## config.mk

```make
export PLATFORM = sky130hd
export DESIGN_NAME = lat_ctrl
export DESIGN_NICKNAME = d
export VERILOG_FILES = /design/src/sv/lat_pkg.sv /design/src/sv/lat_ctrl.sv
export SDC_FILE = /design/constraint.sdc
export NUM_CORES = 1
export LEC_CHECK = 0
export ABC_CLOCK_PERIOD_IN_PS = 5100
export BUFFER_PORTS_ARGS = -buffer_cell sky130_fd_sc_hd__buf_2
export CAP_MARGIN = 10
export CORE_ASPECT_RATIO = 1.2
export CORE_UTILIZATION = 45
export DETAILED_ROUTE_END_ITERATION = 7
export PLACE_DENSITY_LB_ADDON = 0.15
export SETUP_SLACK_MARGIN = 0.1
export SLEW_MARGIN = 5
export SYNTH_ARGS = -nofsm -noshare
export SYNTH_HDL_FRONTEND = slang
export SYNTH_SLANG_ARGS = --single-unit
```

## constraint.sdc

```tcl
create_clock -name clk -period 5.1 [get_ports clk]
set_clock_uncertainty 0.15 [all_clocks]
set_input_delay 0.255 -clock clk [delete_from_list [all_inputs] [get_ports clk]]
set_output_delay 0.255 -clock clk [all_outputs]
set_load 0.01 [all_outputs]
```

## src/sv/lat_pkg.sv

```systemverilog
// ---------------------------------------------------------------------------
// lat_pkg
// Grid sizes, operation codes, controller states and the command and status
// records that join the controller and the datapath.
// ---------------------------------------------------------------------------
package lat_pkg;

  localparam int GRID_W  = 64;
  localparam int GRID_H  = 64;
  localparam int XY_W    = 6;
  localparam int COL_AW  = $clog2(GRID_W);
  localparam int ROW_AW  = $clog2(GRID_H);
  // step counter runs to GRID_H + 2
  localparam int CNT_W   = $clog2(GRID_H + 3);

  typedef enum logic [1:0] {
    OP_WRITE = 2'd0,
    OP_STEP  = 2'd1,
    OP_READ  = 2'd2,
    OP_NONE  = 2'd3
  } op_t;

  typedef enum logic [2:0] {
    ST_CLEAR,
    ST_IDLE,
    ST_FETCH,
    ST_WB,
    ST_RDONE,
    ST_NOP,
    ST_STEP
  } state_t;

  typedef enum logic [1:0] {
    WD_ZERO,
    WD_MERGE,
    WD_LIFE
  } wdata_sel_t;

  typedef struct packed {
    logic              capture;
    logic              rd_en;
    logic              rd_item_row;
    logic [ROW_AW-1:0] rd_row;
    logic              wr_cur;
    logic              wr_nxt;
    logic              wr_item_row;
    logic [ROW_AW-1:0] wr_row;
    wdata_sel_t        wsel;
    logic              shift;
    logic              swap;
    logic              finish;
  } cmd_t;

  typedef struct packed {
    op_t op;
  } stat_t;

  // Wrap a coordinate onto the grid; a small constant table.
  function automatic logic [COL_AW-1:0] col_wrap(input logic [XY_W-1:0] v);
    logic [COL_AW-1:0] res;
    res = '0;
    for (int i = 0; i < (1 << XY_W); i++) begin
      if (v == XY_W'(i)) res = COL_AW'(i % GRID_W);
    end
    return res;
  endfunction

  function automatic logic [ROW_AW-1:0] row_wrap(input logic [XY_W-1:0] v);
    logic [ROW_AW-1:0] res;
    res = '0;
    for (int i = 0; i < (1 << XY_W); i++) begin
      if (v == XY_W'(i)) res = ROW_AW'(i % GRID_H);
    end
    return res;
  endfunction

endpackage

```

## src/sv/lat_ctrl.sv

```systemverilog
// ---------------------------------------------------------------------------
// lat_ctrl
// Sequencer: clearing pass, cell write and read, generation sweep.
// ---------------------------------------------------------------------------
module lat_ctrl
  import lat_pkg::*;
(
  input  logic       clk,
  input  logic       rst_n,
  input  logic       start,
  input  logic [1:0] in_op,
  input  stat_t      stat,
  output logic       busy,
  output cmd_t       cmd
);

  state_t           state_r, state_nxt;
  logic [CNT_W-1:0] cnt_r, cnt_nxt;
  logic             accept;
  logic             last_clear;
  logic             last_step;

  assign accept     = start && (state_r == ST_IDLE);
  assign last_clear = (cnt_r == CNT_W'(GRID_H - 1));
  assign last_step  = (cnt_r == CNT_W'(GRID_H + 2));
  assign busy       = (state_r != ST_IDLE);

  // next state
  always_comb begin
    state_nxt = state_r;
    unique case (state_r)
      ST_CLEAR: if (last_clear) state_nxt = ST_IDLE;
      ST_IDLE: begin
        if (accept) begin
          case (op_t'(in_op))
            OP_WRITE, OP_READ: state_nxt = ST_FETCH;
            OP_STEP:           state_nxt = ST_STEP;
            default:           state_nxt = ST_NOP;
          endcase
        end
      end
      ST_FETCH: state_nxt = (stat.op == OP_WRITE) ? ST_WB : ST_RDONE;
      ST_WB:    state_nxt = ST_IDLE;
      ST_RDONE: state_nxt = ST_IDLE;
      ST_NOP:   state_nxt = ST_IDLE;
      ST_STEP:  if (last_step) state_nxt = ST_IDLE;
      default:  state_nxt = ST_IDLE;
    endcase
  end

  // row counter
  always_comb begin
    cnt_nxt = '0;
    if ((state_r == ST_CLEAR && !last_clear) || (state_r == ST_STEP && !last_step)) begin
      cnt_nxt = cnt_r + CNT_W'(1);
    end
  end

  // commands
  always_comb begin
    cmd             = '0;
    cmd.wsel        = WD_ZERO;
    cmd.capture     = accept;
    unique case (state_r)
      ST_CLEAR: begin
        cmd.wr_cur = 1'b1;
        cmd.wr_row = ROW_AW'(cnt_r);
        cmd.wsel   = WD_ZERO;
      end
      ST_FETCH: begin
        cmd.rd_en       = 1'b1;
        cmd.rd_item_row = 1'b1;
      end
      ST_WB: begin
        cmd.wr_cur      = 1'b1;
        cmd.wr_item_row = 1'b1;
        cmd.wsel        = WD_MERGE;
        cmd.finish      = 1'b1;
      end
      ST_RDONE, ST_NOP: cmd.finish = 1'b1;
      ST_STEP: begin
        // rows fetched: last, 0, 1, ..., last, 0
        cmd.rd_en = (cnt_r <= CNT_W'(GRID_H + 1));
        if (cnt_r == '0) begin
          cmd.rd_row = ROW_AW'(GRID_H - 1);
        end else if (cnt_r == CNT_W'(GRID_H + 1)) begin
          cmd.rd_row = '0;
        end else begin
          cmd.rd_row = ROW_AW'(cnt_r - CNT_W'(1));
        end
        cmd.shift  = (cnt_r >= CNT_W'(1));
        cmd.wr_nxt = (cnt_r >= CNT_W'(3));
        cmd.wr_row = ROW_AW'(cnt_r - CNT_W'(3));
        cmd.wsel   = WD_LIFE;
        cmd.swap   = last_step;
        cmd.finish = last_step;
      end
      default: ;
    endcase
  end

  always_ff @(posedge clk) begin
    if (!rst_n) begin
      state_r <= ST_CLEAR;
      cnt_r   <= '0;
    end else begin
      state_r <= state_nxt;
      cnt_r   <= cnt_nxt;
    end
  end

endmodule

```

# [Word-level counts from Yosys, hierarchy flattened]
# Index checks and enable logic that the tools add are counted.
[totals] reg_bits=10 inputBits=7 output_inout_bits=24 elab_cells=56
[op_classes] addsub=3 order_cmp=3 n_eq_ne=15 muxes=18 n_reduce_logical=15
[ops] operator="$mux W6" n=3
[ops] operator="$eq A7 B7 Y1 const B" n=2
[ops] operator="$mux W3" n=4
[ops] operator="$pmux W3 S4" n=1
[ops] operator="$pmux W6 S2" n=1
[ops] operator="$eq A3 B3 Y1 const B" n=3
[ops] operator="$add A7 B1 Y7 const B" n=1
[ops] operator="$eq A7 B6 Y1 const B" n=1
[ops] operator="$ge A7 B1 Y1 const B" n=1
[ops] operator="$ge A7 B2 Y1 const B" n=1
[ops] operator="$le A7 B7 Y1 const B" n=1
[ops] operator="$logic_not A7 Y1" n=1
[ops] operator="$eq A3 B2 Y1 const B" n=2
[ops] operator="$ne A2 B2 Y1 const B" n=3
[ops] operator="$pmux W3 S2" n=1
[ops] operator="$sub A6 B1 Y6 const B" n=1
[ops] operator="$sub A6 B2 Y6 const B" n=1
[ops] operator="$logic_not A2 Y1" n=2
[ops] operator="$mux W1" n=4
[ops] operator="$pmux W1 S2" n=2
[ops] operator="$pmux W2 S2" n=1
[ops] operator="$reduce_or A2 Y1" n=2
[ops] operator="$eq A3 B1 Y1 const B" n=1
[ops] operator="$logic_and A1 B1 Y1" n=3
[ops] operator="10 further kinds" n=11

# [Longest topological paths before layout]
# Gate-level depths: netlist (run 1).
[logic_depth] ltp_word=5 mapped_depth=6 depth_no_buf=5

# [Least setup slack after synthesis (run 1)]
# Ideal clock, no wire load.
[synth_path] path_kind="register to output" from="reg cnt_r[0]" to="out cmd[21] in the netlist's numbering" t_arrival_ps=1561 required_ps=4695 slack_ps=3134 stages_incl_launch_ff=5 path_buffers=1 cell_sequence="dfxtp_1 > buf_6 > or3_4 > or4_4 > a211oi_1"
[synth_lines] item="start, declared" line_no="lat_ctrl.sv:18" rtl="logic [CNT_W-1:0] cnt_r, cnt_nxt;"
[synth_lines] item="start signal, assigned" line_no="lat_ctrl.sv:108" rtl="cnt_r <= cnt_nxt;"
[synth_lines] item="end, declared" line_no="lat_ctrl.sv:14" rtl="output cmd_t cmd"

==> impl_summary.log, run 1 <==
[metrics] share of the clock period used by the worst path after layout: 0.473
[metrics] data arrival time of the critical path: 2010 ps
[metrics] most congested layer reported by global routing: met2
[metrics] antenna fix cells: 0
[metrics] worst-case register-to-register setup slack: 2790 ps
[metrics] outcome: finished, violations left
[metrics] leakage: 0.000478 µW
[metrics] clock tree from TritonCTS: built
[metrics] Max Root-Sink Buffers: 2
[metrics] Setup-failing EPs final: 0
[metrics] async set-reset flop share out of synthesis: 0
[metrics] layout cells sized above 1: 0.281
[metrics] Die X: 43.4 µm
[metrics] Cell Rows: 17
[metrics] buffer cell driving the clock tree root: sky130_fd_sc_hd__clkbuf_4
[metrics] Resized Gates After CTS: 0
[metrics] Cell Pwr Density: 183 nW/µm²
[metrics] total count of hold-check failures in the final report: 0
[metrics] dominant register cell in the synthesized netlist: sky130_fd_sc_hd__dfxtp_1
[metrics] H-tree levels: 1
[metrics] # Post-CTS Setup Buffers: 0
[metrics] Hold Path Sink: state_r[0]
[metrics] global-route wire length before repair: 3840 µm
[metrics] clock buffer count from CTS: 3
[metrics] logic depth of the worst register-to-register path: 4
[metrics] # DRC: 8
[metrics] Clock Latency Late Sink: 270 ps
[metrics] Mean Syn Cell Area: 7.77 µm²
[metrics] class of the tightest hold or removal check: input pin to flip-flop
[metrics] Synth warnings: 0
[metrics] unrepaired setup endpoints after global routing: false
[metrics] maximum resistive drop on vdd: 176 µV
[metrics] Slew HR: 0.409
[metrics] remaining number of nets flagged by the antenna check after routing: 0
[metrics] total global routing track utilization: 0.224
[metrics] number of buffers inserted by port buffering: 30
[metrics] post-synthesis cell area: 925 µm²
[metrics] post-route cell area: 1080 µm²
[metrics] final global-route overflow total: 0
[metrics] Crit path required time: 4700 ps
[metrics] number of maximum-capacitance constraint violations: 0
[metrics] pin count of the biggest net entering global routing: 14
[metrics] min Tclk post-route: 2410 ps
[metrics] Critical Path Sink Type: output port
[metrics] clk sinks: 10
[metrics] Core Region: 1890 µm²
[metrics] failing checks: design-rule violations
[metrics] part of the Yosys area used for sequential elements: 0.217
[metrics] capturing point of the worst reg2reg path: cnt_r[5]
[metrics] transition time at the pin with the least slew margin: 880 ps
[metrics] number of antenna violations at the first check in global routing: 0
[metrics] met1 demand-to-capacity share in global routing: 0.295
[metrics] met2 usage in global routing: 0.361
[metrics] IO Count: 31
[metrics] die area: 2240 µm²
[metrics] class of the most critical setup path: flip-flop to output port
[metrics] syn_nets: 130
[metrics] critical path fanouts, max: 13
[metrics] final setup TNS: 0 ps
[metrics] hpwl dp: 1700 µm
[metrics] total wire length after detailed routing: 2280 µm
[metrics] average vias per placed instance: 6.04
[metrics] gp weighted congestion: 0.940
[metrics] timing-limited maximum frequency: 414 MHz
[metrics] drt wl/cell: 13.8 µm
[metrics] number of pins exceeding their max-slew limit in the final report: 0
[metrics] iteration-0 DRC count of the detailed router: 36
[metrics] Placed Area: 1050 µm²
[metrics] Cell variety after synth: 41
[metrics] category of the worst setup path launch point: flip-flop
[metrics] Starting Density: 0.488
[metrics] count of TritonRoute iterations in the first routing pass: 6
[metrics] Hold Crit Depth: 2
[metrics] fillcell total: 195
[metrics] clock slew at reported path FFs: 70 ps
[metrics] cells after synthesis: 119
[metrics] Area Growth Syn to Fin: 17.1%
[metrics] Crit Reg-Reg Startpoint: cnt_r[0]
[metrics] number of synthesized flops with an enable pin: 0
[metrics] nets@finish: 158
[metrics] fraction of met3 tracks used by global routing: 0.0347
[metrics] number of buffers added to fix hold violations after cts: 0
[metrics] vias after detailed routing: 997
[metrics] vias in the first global route: 875
[metrics] Die Y: 51.7 µm
[metrics] Min-Delay Startpoint: rst_n
[metrics] FF+latch count, synth: 10
## synthesized netlist by cell type, drive strengths merged (4+ instances only)
| master | instances | area share |
|---|---|---|
| a211oi | 8 | 0.065 |
| dfxtp | 10 | 0.22 |
| nand2 | 7 | 0.028 |
| o21ai | 10 | 0.066 |
| nor2 | 7 | 0.028 |
| ha | 4 | 0.054 |
| buf | 7 | 0.057 |
| inv | 12 | 0.049 |
| or3 | 4 | 0.032 |
| nand3 | 6 | 0.038 |
| a21oi | 4 | 0.022 |
## flip-flops by register name (all words and copies together) (netlist names)
register and count:
state_r 3, cnt_r 7
## critical path: stages (launching register included)
cell,delay (ps)
sky130_fd_sc_hd__dfxtp_1,470
sky130_fd_sc_hd__or3_4,470
sky130_fd_sc_hd__or4_4,440
sky130_fd_sc_hd__a211oi_1,200
sky130_fd_sc_hd__buf_2,160
## cells by family after synthesis
group	Yosys count	synth area share
buf+inv	20	0.110
xor+xnor	6	0.0568
flops	10	0.217
compound gates	44	0.344
fa+ha+maj	4	0.0541
simple gates	35	0.219
## per-stage QoR
| stage | utilization | setup WS [ps] | power [µW] | cells | hold WS, ps |
|---|---|---|---|---|---|
| after floorplan | - | 3130 | 117 | 119 | 257 |
| after global placement | 0.553 | 2880 | 126 | 161 | 381 |
| after detailed placement | 0.553 | 2770 | 126 | 161 | 385 |
| after CTS | 0.572 | 2680 | 198 | 165 | 96.3 |
| after global routing | 0.572 | 2490 | 207 | 165 | 115 |
| final | 0.572 | 2690 | 198 | 165 | 96.1 |
## power breakdown
| group | internal (µW) | switching (µW) | total, µW |
|---|---|---|---|
| registers | 80.2 | 6.17 | 86.4 |
| logic | 17.7 | 20.6 | 38.3 |
| clock network | 43.4 | 29.4 | 72.8 |
| total | 141 | 56.1 | 198 |
## cell type report
| class | instances | area [µm²] | area share |
|---|---|---|---|
| multi-input combinational | 89 | 623 | 0.576 |
| sequential | 10 | 200 | 0.185 |
| clock buffer | 4 | 36.3 | 0.0335 |
| tap | 19 | 23.8 | 0.0220 |
| inverter | 13 | 48.8 | 0.0451 |
| timing repair buffer | 30 | 150 | 0.139 |
## worst max-delay path by stage
stage	start	end	slack, ps	cells after the start
2_1_floorplan	cnt_r[0]	cmd[21]	3130	4
3_3_place_gp	cnt_r[0]	cnt_r[6]	2880	4
3_5_place_dp	cnt_r[0]	cnt_r[5]	2770	4
4_1_cts	cnt_r[2]	cmd[21]	2680	4
5_1_grt	cnt_r[0]	cnt_r[6]	2490	4
6_report	cnt_r[2]	cmd[21]	2690	4
## layout by cell type, fill, tap and decap left out, drive strengths merged, types with 3 or more instances in the layout
cell	Yosys	layout
nand2	7	7
clkbuf	0	4
nor3b	3	3
ha	4	4
a31oi	3	3
a21oi	4	4
a22oi	3	3
buf	7	30
nor2	7	7
xnor2	3	3
nand3	6	6
dfxtp	10	10
xor2	3	3
inv	12	12
o21ai	10	10
or3	4	4
a211oi	8	8
## layer usage
layer,share of wire,vias to the layer above,wire length (µm)
met2,0.48,29,1090
met5,0,-,0
met3,0.047,4,108
li1,-,501,-
met4,0.013,0,29
met1,0.46,463,1050
No activity file was read; power rests on OpenSTA's default activity.
==> inputs of run 2 (changes only) <==
ABC_CLOCK_PERIOD_IN_PS = 2300   (was 5100)
clock period = 2.3 ns   (was 5.1 ns; I/O delays follow)
==> run 2 against run 1 <==
Combinational power rose by 130%. Final cell count rose by 1.2%. Global-route usage rose by 1.9 points. First-iteration DRC count fell by 5.6%. Design area rose by 3.1%. Core utilization rose by 1.8 points. Highest routed layer unchanged. Clock power rose by 110%. Clock-buffer cell count did not move. Die area did not move. The run still ends with design-rule violations left.
==> impl_summary.log, run 2 (synthesis gave the netlist of run 1 again) <==
[metrics] outcome: finished, violations left
[metrics] failing checks: design-rule violations
[metrics] worst-case register-to-register setup slack: 490 ps
[metrics] Top reg by flops: cnt_r
[metrics] category of the worst setup path launch point: flip-flop
[metrics] iteration-0 DRC count of the detailed router: 34
[metrics] maximum resistive drop on vdd: 398 µV
[metrics] clock slew at reported path FFs: 60 ps
[metrics] H-tree levels: 1
[metrics] worst setup path endpoint: cmd[21]
[metrics] number of pins exceeding their max-slew limit in the final report: 0
[metrics] total global routing track utilization: 0.243
[metrics] Setup-failing EPs final: 0
[metrics] Clock Latency Late Sink: 260 ps
[metrics] source of the critical timing path: cnt_r[2]
[metrics] transition time at the pin with the least slew margin: 534 ps
[metrics] class of the tightest hold or removal check: input pin to flip-flop
[metrics] nets@finish: 160
[metrics] Crit path required time: 2040 ps
[metrics] hpwl dp: 1800 µm
[metrics] Area Growth Syn to Fin: 20.7%
[metrics] leakage: 0.000487 µW
[metrics] share of the clock period used by the worst path after layout: 0.920
[metrics] timing-limited maximum frequency: 472 MHz
[metrics] antenna fix cells: 0
[metrics] number of maximum-capacitance constraint violations: 0
[metrics] # Post-CTS Setup Buffers: 0
[metrics] die area: 2240 µm²
[metrics] class of the most critical setup path: flip-flop to output port
[metrics] leading cell type in the layout, fill and taps excluded: sky130_fd_sc_hd__buf_2
[metrics] IO Count: 31
[metrics] largest registers: cnt_r (7), state_r (3)
[metrics] capturing point of the worst reg2reg path: state_r[1]
[metrics] Critical Path Sink Type: output port
[metrics] count of TritonRoute iterations in the first routing pass: 6
[metrics] clock tree from TritonCTS: built
[metrics] clk sinks: 10
[metrics] logic depth of the worst register-to-register path: 4
[metrics] pin count of the biggest net entering global routing: 14
[metrics] gp weighted congestion: 0.881
[metrics] number of cells in the finished layout apart from fillers: 167
[metrics] remaining number of nets flagged by the antenna check after routing: 0
[metrics] total count of hold-check failures in the final report: 0
[metrics] number of antenna violations at the first check in global routing: 0
[metrics] drt wl/cell: 14.4 µm
[metrics] Core Region: 1890 µm²
[metrics] data arrival time of the critical path: 1850 ps
[metrics] max reg flops: 7
[metrics] min Tclk post-route: 2120 ps
[metrics] number of buffers inserted by port buffering: 30
[metrics] unrepaired setup endpoints after global routing: false
[metrics] vias in the first global route: 944
[metrics] # DRC: 8
[metrics] Starting Density: 0.488
[metrics] commonest non-fill, non-tap cells in the layout: sky130_fd_sc_hd__buf_2, sky130_fd_sc_hd__inv_1
[metrics] average vias per placed instance: 6.04
[metrics] clock buffer count from CTS: 3
[metrics] DP Cell Count: 162
[metrics] total wire length after detailed routing: 2410 µm
[metrics] Slew HR: 0.635
[metrics] Crit Reg-Reg Startpoint: state_r[0]
[metrics] Die Y: 51.7 µm
[metrics] Max Root-Sink Buffers: 2
[metrics] final setup TNS: 0 ps
[metrics] global-route wire length before repair: 4140 µm
[metrics] final global-route overflow total: 0
[metrics] layout cells sized above 1: 0.324
[metrics] vias after detailed routing: 1008
[metrics] Die X: 43.4 µm
[metrics] Cell Rows: 17
[metrics] Cell Pwr Density: 388 nW/µm²
[metrics] buffer cell driving the clock tree root: sky130_fd_sc_hd__clkbuf_4
[metrics] critical path fanouts, max: 13
==> run 2: worst min path at each step <==
stage / startpoint / end / slack (ps) / cells after the start
after global placement: rst_n / state_r[0] / 240 / 2
after floorplan: rst_n / state_r[0] / 120 / 1
after CTS: start / state_r[1] / 80 / 3
after detailed placement: rst_n / state_r[0] / 270 / 2
after global routing: start / state_r[1] / 120 / 3
final: start / state_r[1] / 90 / 3
==> run 2: layout make-up <==
cell class | count | area [µm²]
fill | 191 | 777
multi-input combinational | 89 | 628
sequential | 10 | 208
timing repair buffer | 32 | 168
inverter | 13 | 52.6
clock buffer | 4 | 36.3
tap | 19 | 23.8
==> run 2: metrics by stage <==
step | power [µW] | cell area, µm² | setup WS [ps] | util | hold WS [ps]
floorplan | 259 | 925 | 431 | - | 117
global placement | 277 | 1050 | 385 | 0.557 | 241
detailed placement | 280 | 1050 | 319 | 0.557 | 267
CTS | 436 | 1100 | 115 | 0.582 | 75.4
global route | 460 | 1120 | 102 | 0.590 | 125
finish | 433 | 1120 | 183 | 0.590 | 88.7
==> run 2: metal layers <==
metal  GRT usage  share of wire  wire length, µm  vias up
met2       0.381           0.49             1180       32
met3      0.0139          0.035               85        8
met5           0              0                0        -
met4       0.177          0.027               66        0
li1            -              -                -      503
met1       0.311           0.45             1080      465
==> run 2: critical path, stage by stage, from the launching register on <==
cell,delay [ps]
sky130_fd_sc_hd__dfxtp_4,400
sky130_fd_sc_hd__or3_4,410
sky130_fd_sc_hd__or4_4,440
sky130_fd_sc_hd__a211oi_2,190
sky130_fd_sc_hd__buf_2,160
==> run 2: timing repair <==
| item | CTS | global route |
|---|---|---|
| hold buffers | 1 | 0 |
| gates resized for setup | 1 | 6 |
| pin swaps | 0 | 0 |
| endpoints found under the setup margin | 2 | 8 |
| hold endpoints to repair | 1 | 0 |
==> run 2: where the power goes <==
| group | internal, µW | switching (µW) | total [µW] |
|---|---|---|---|
| registers | 179 | 13.9 | 192 |
| logic | 40.3 | 46.9 | 87.2 |
| clock network | 96.0 | 57.3 | 153 |
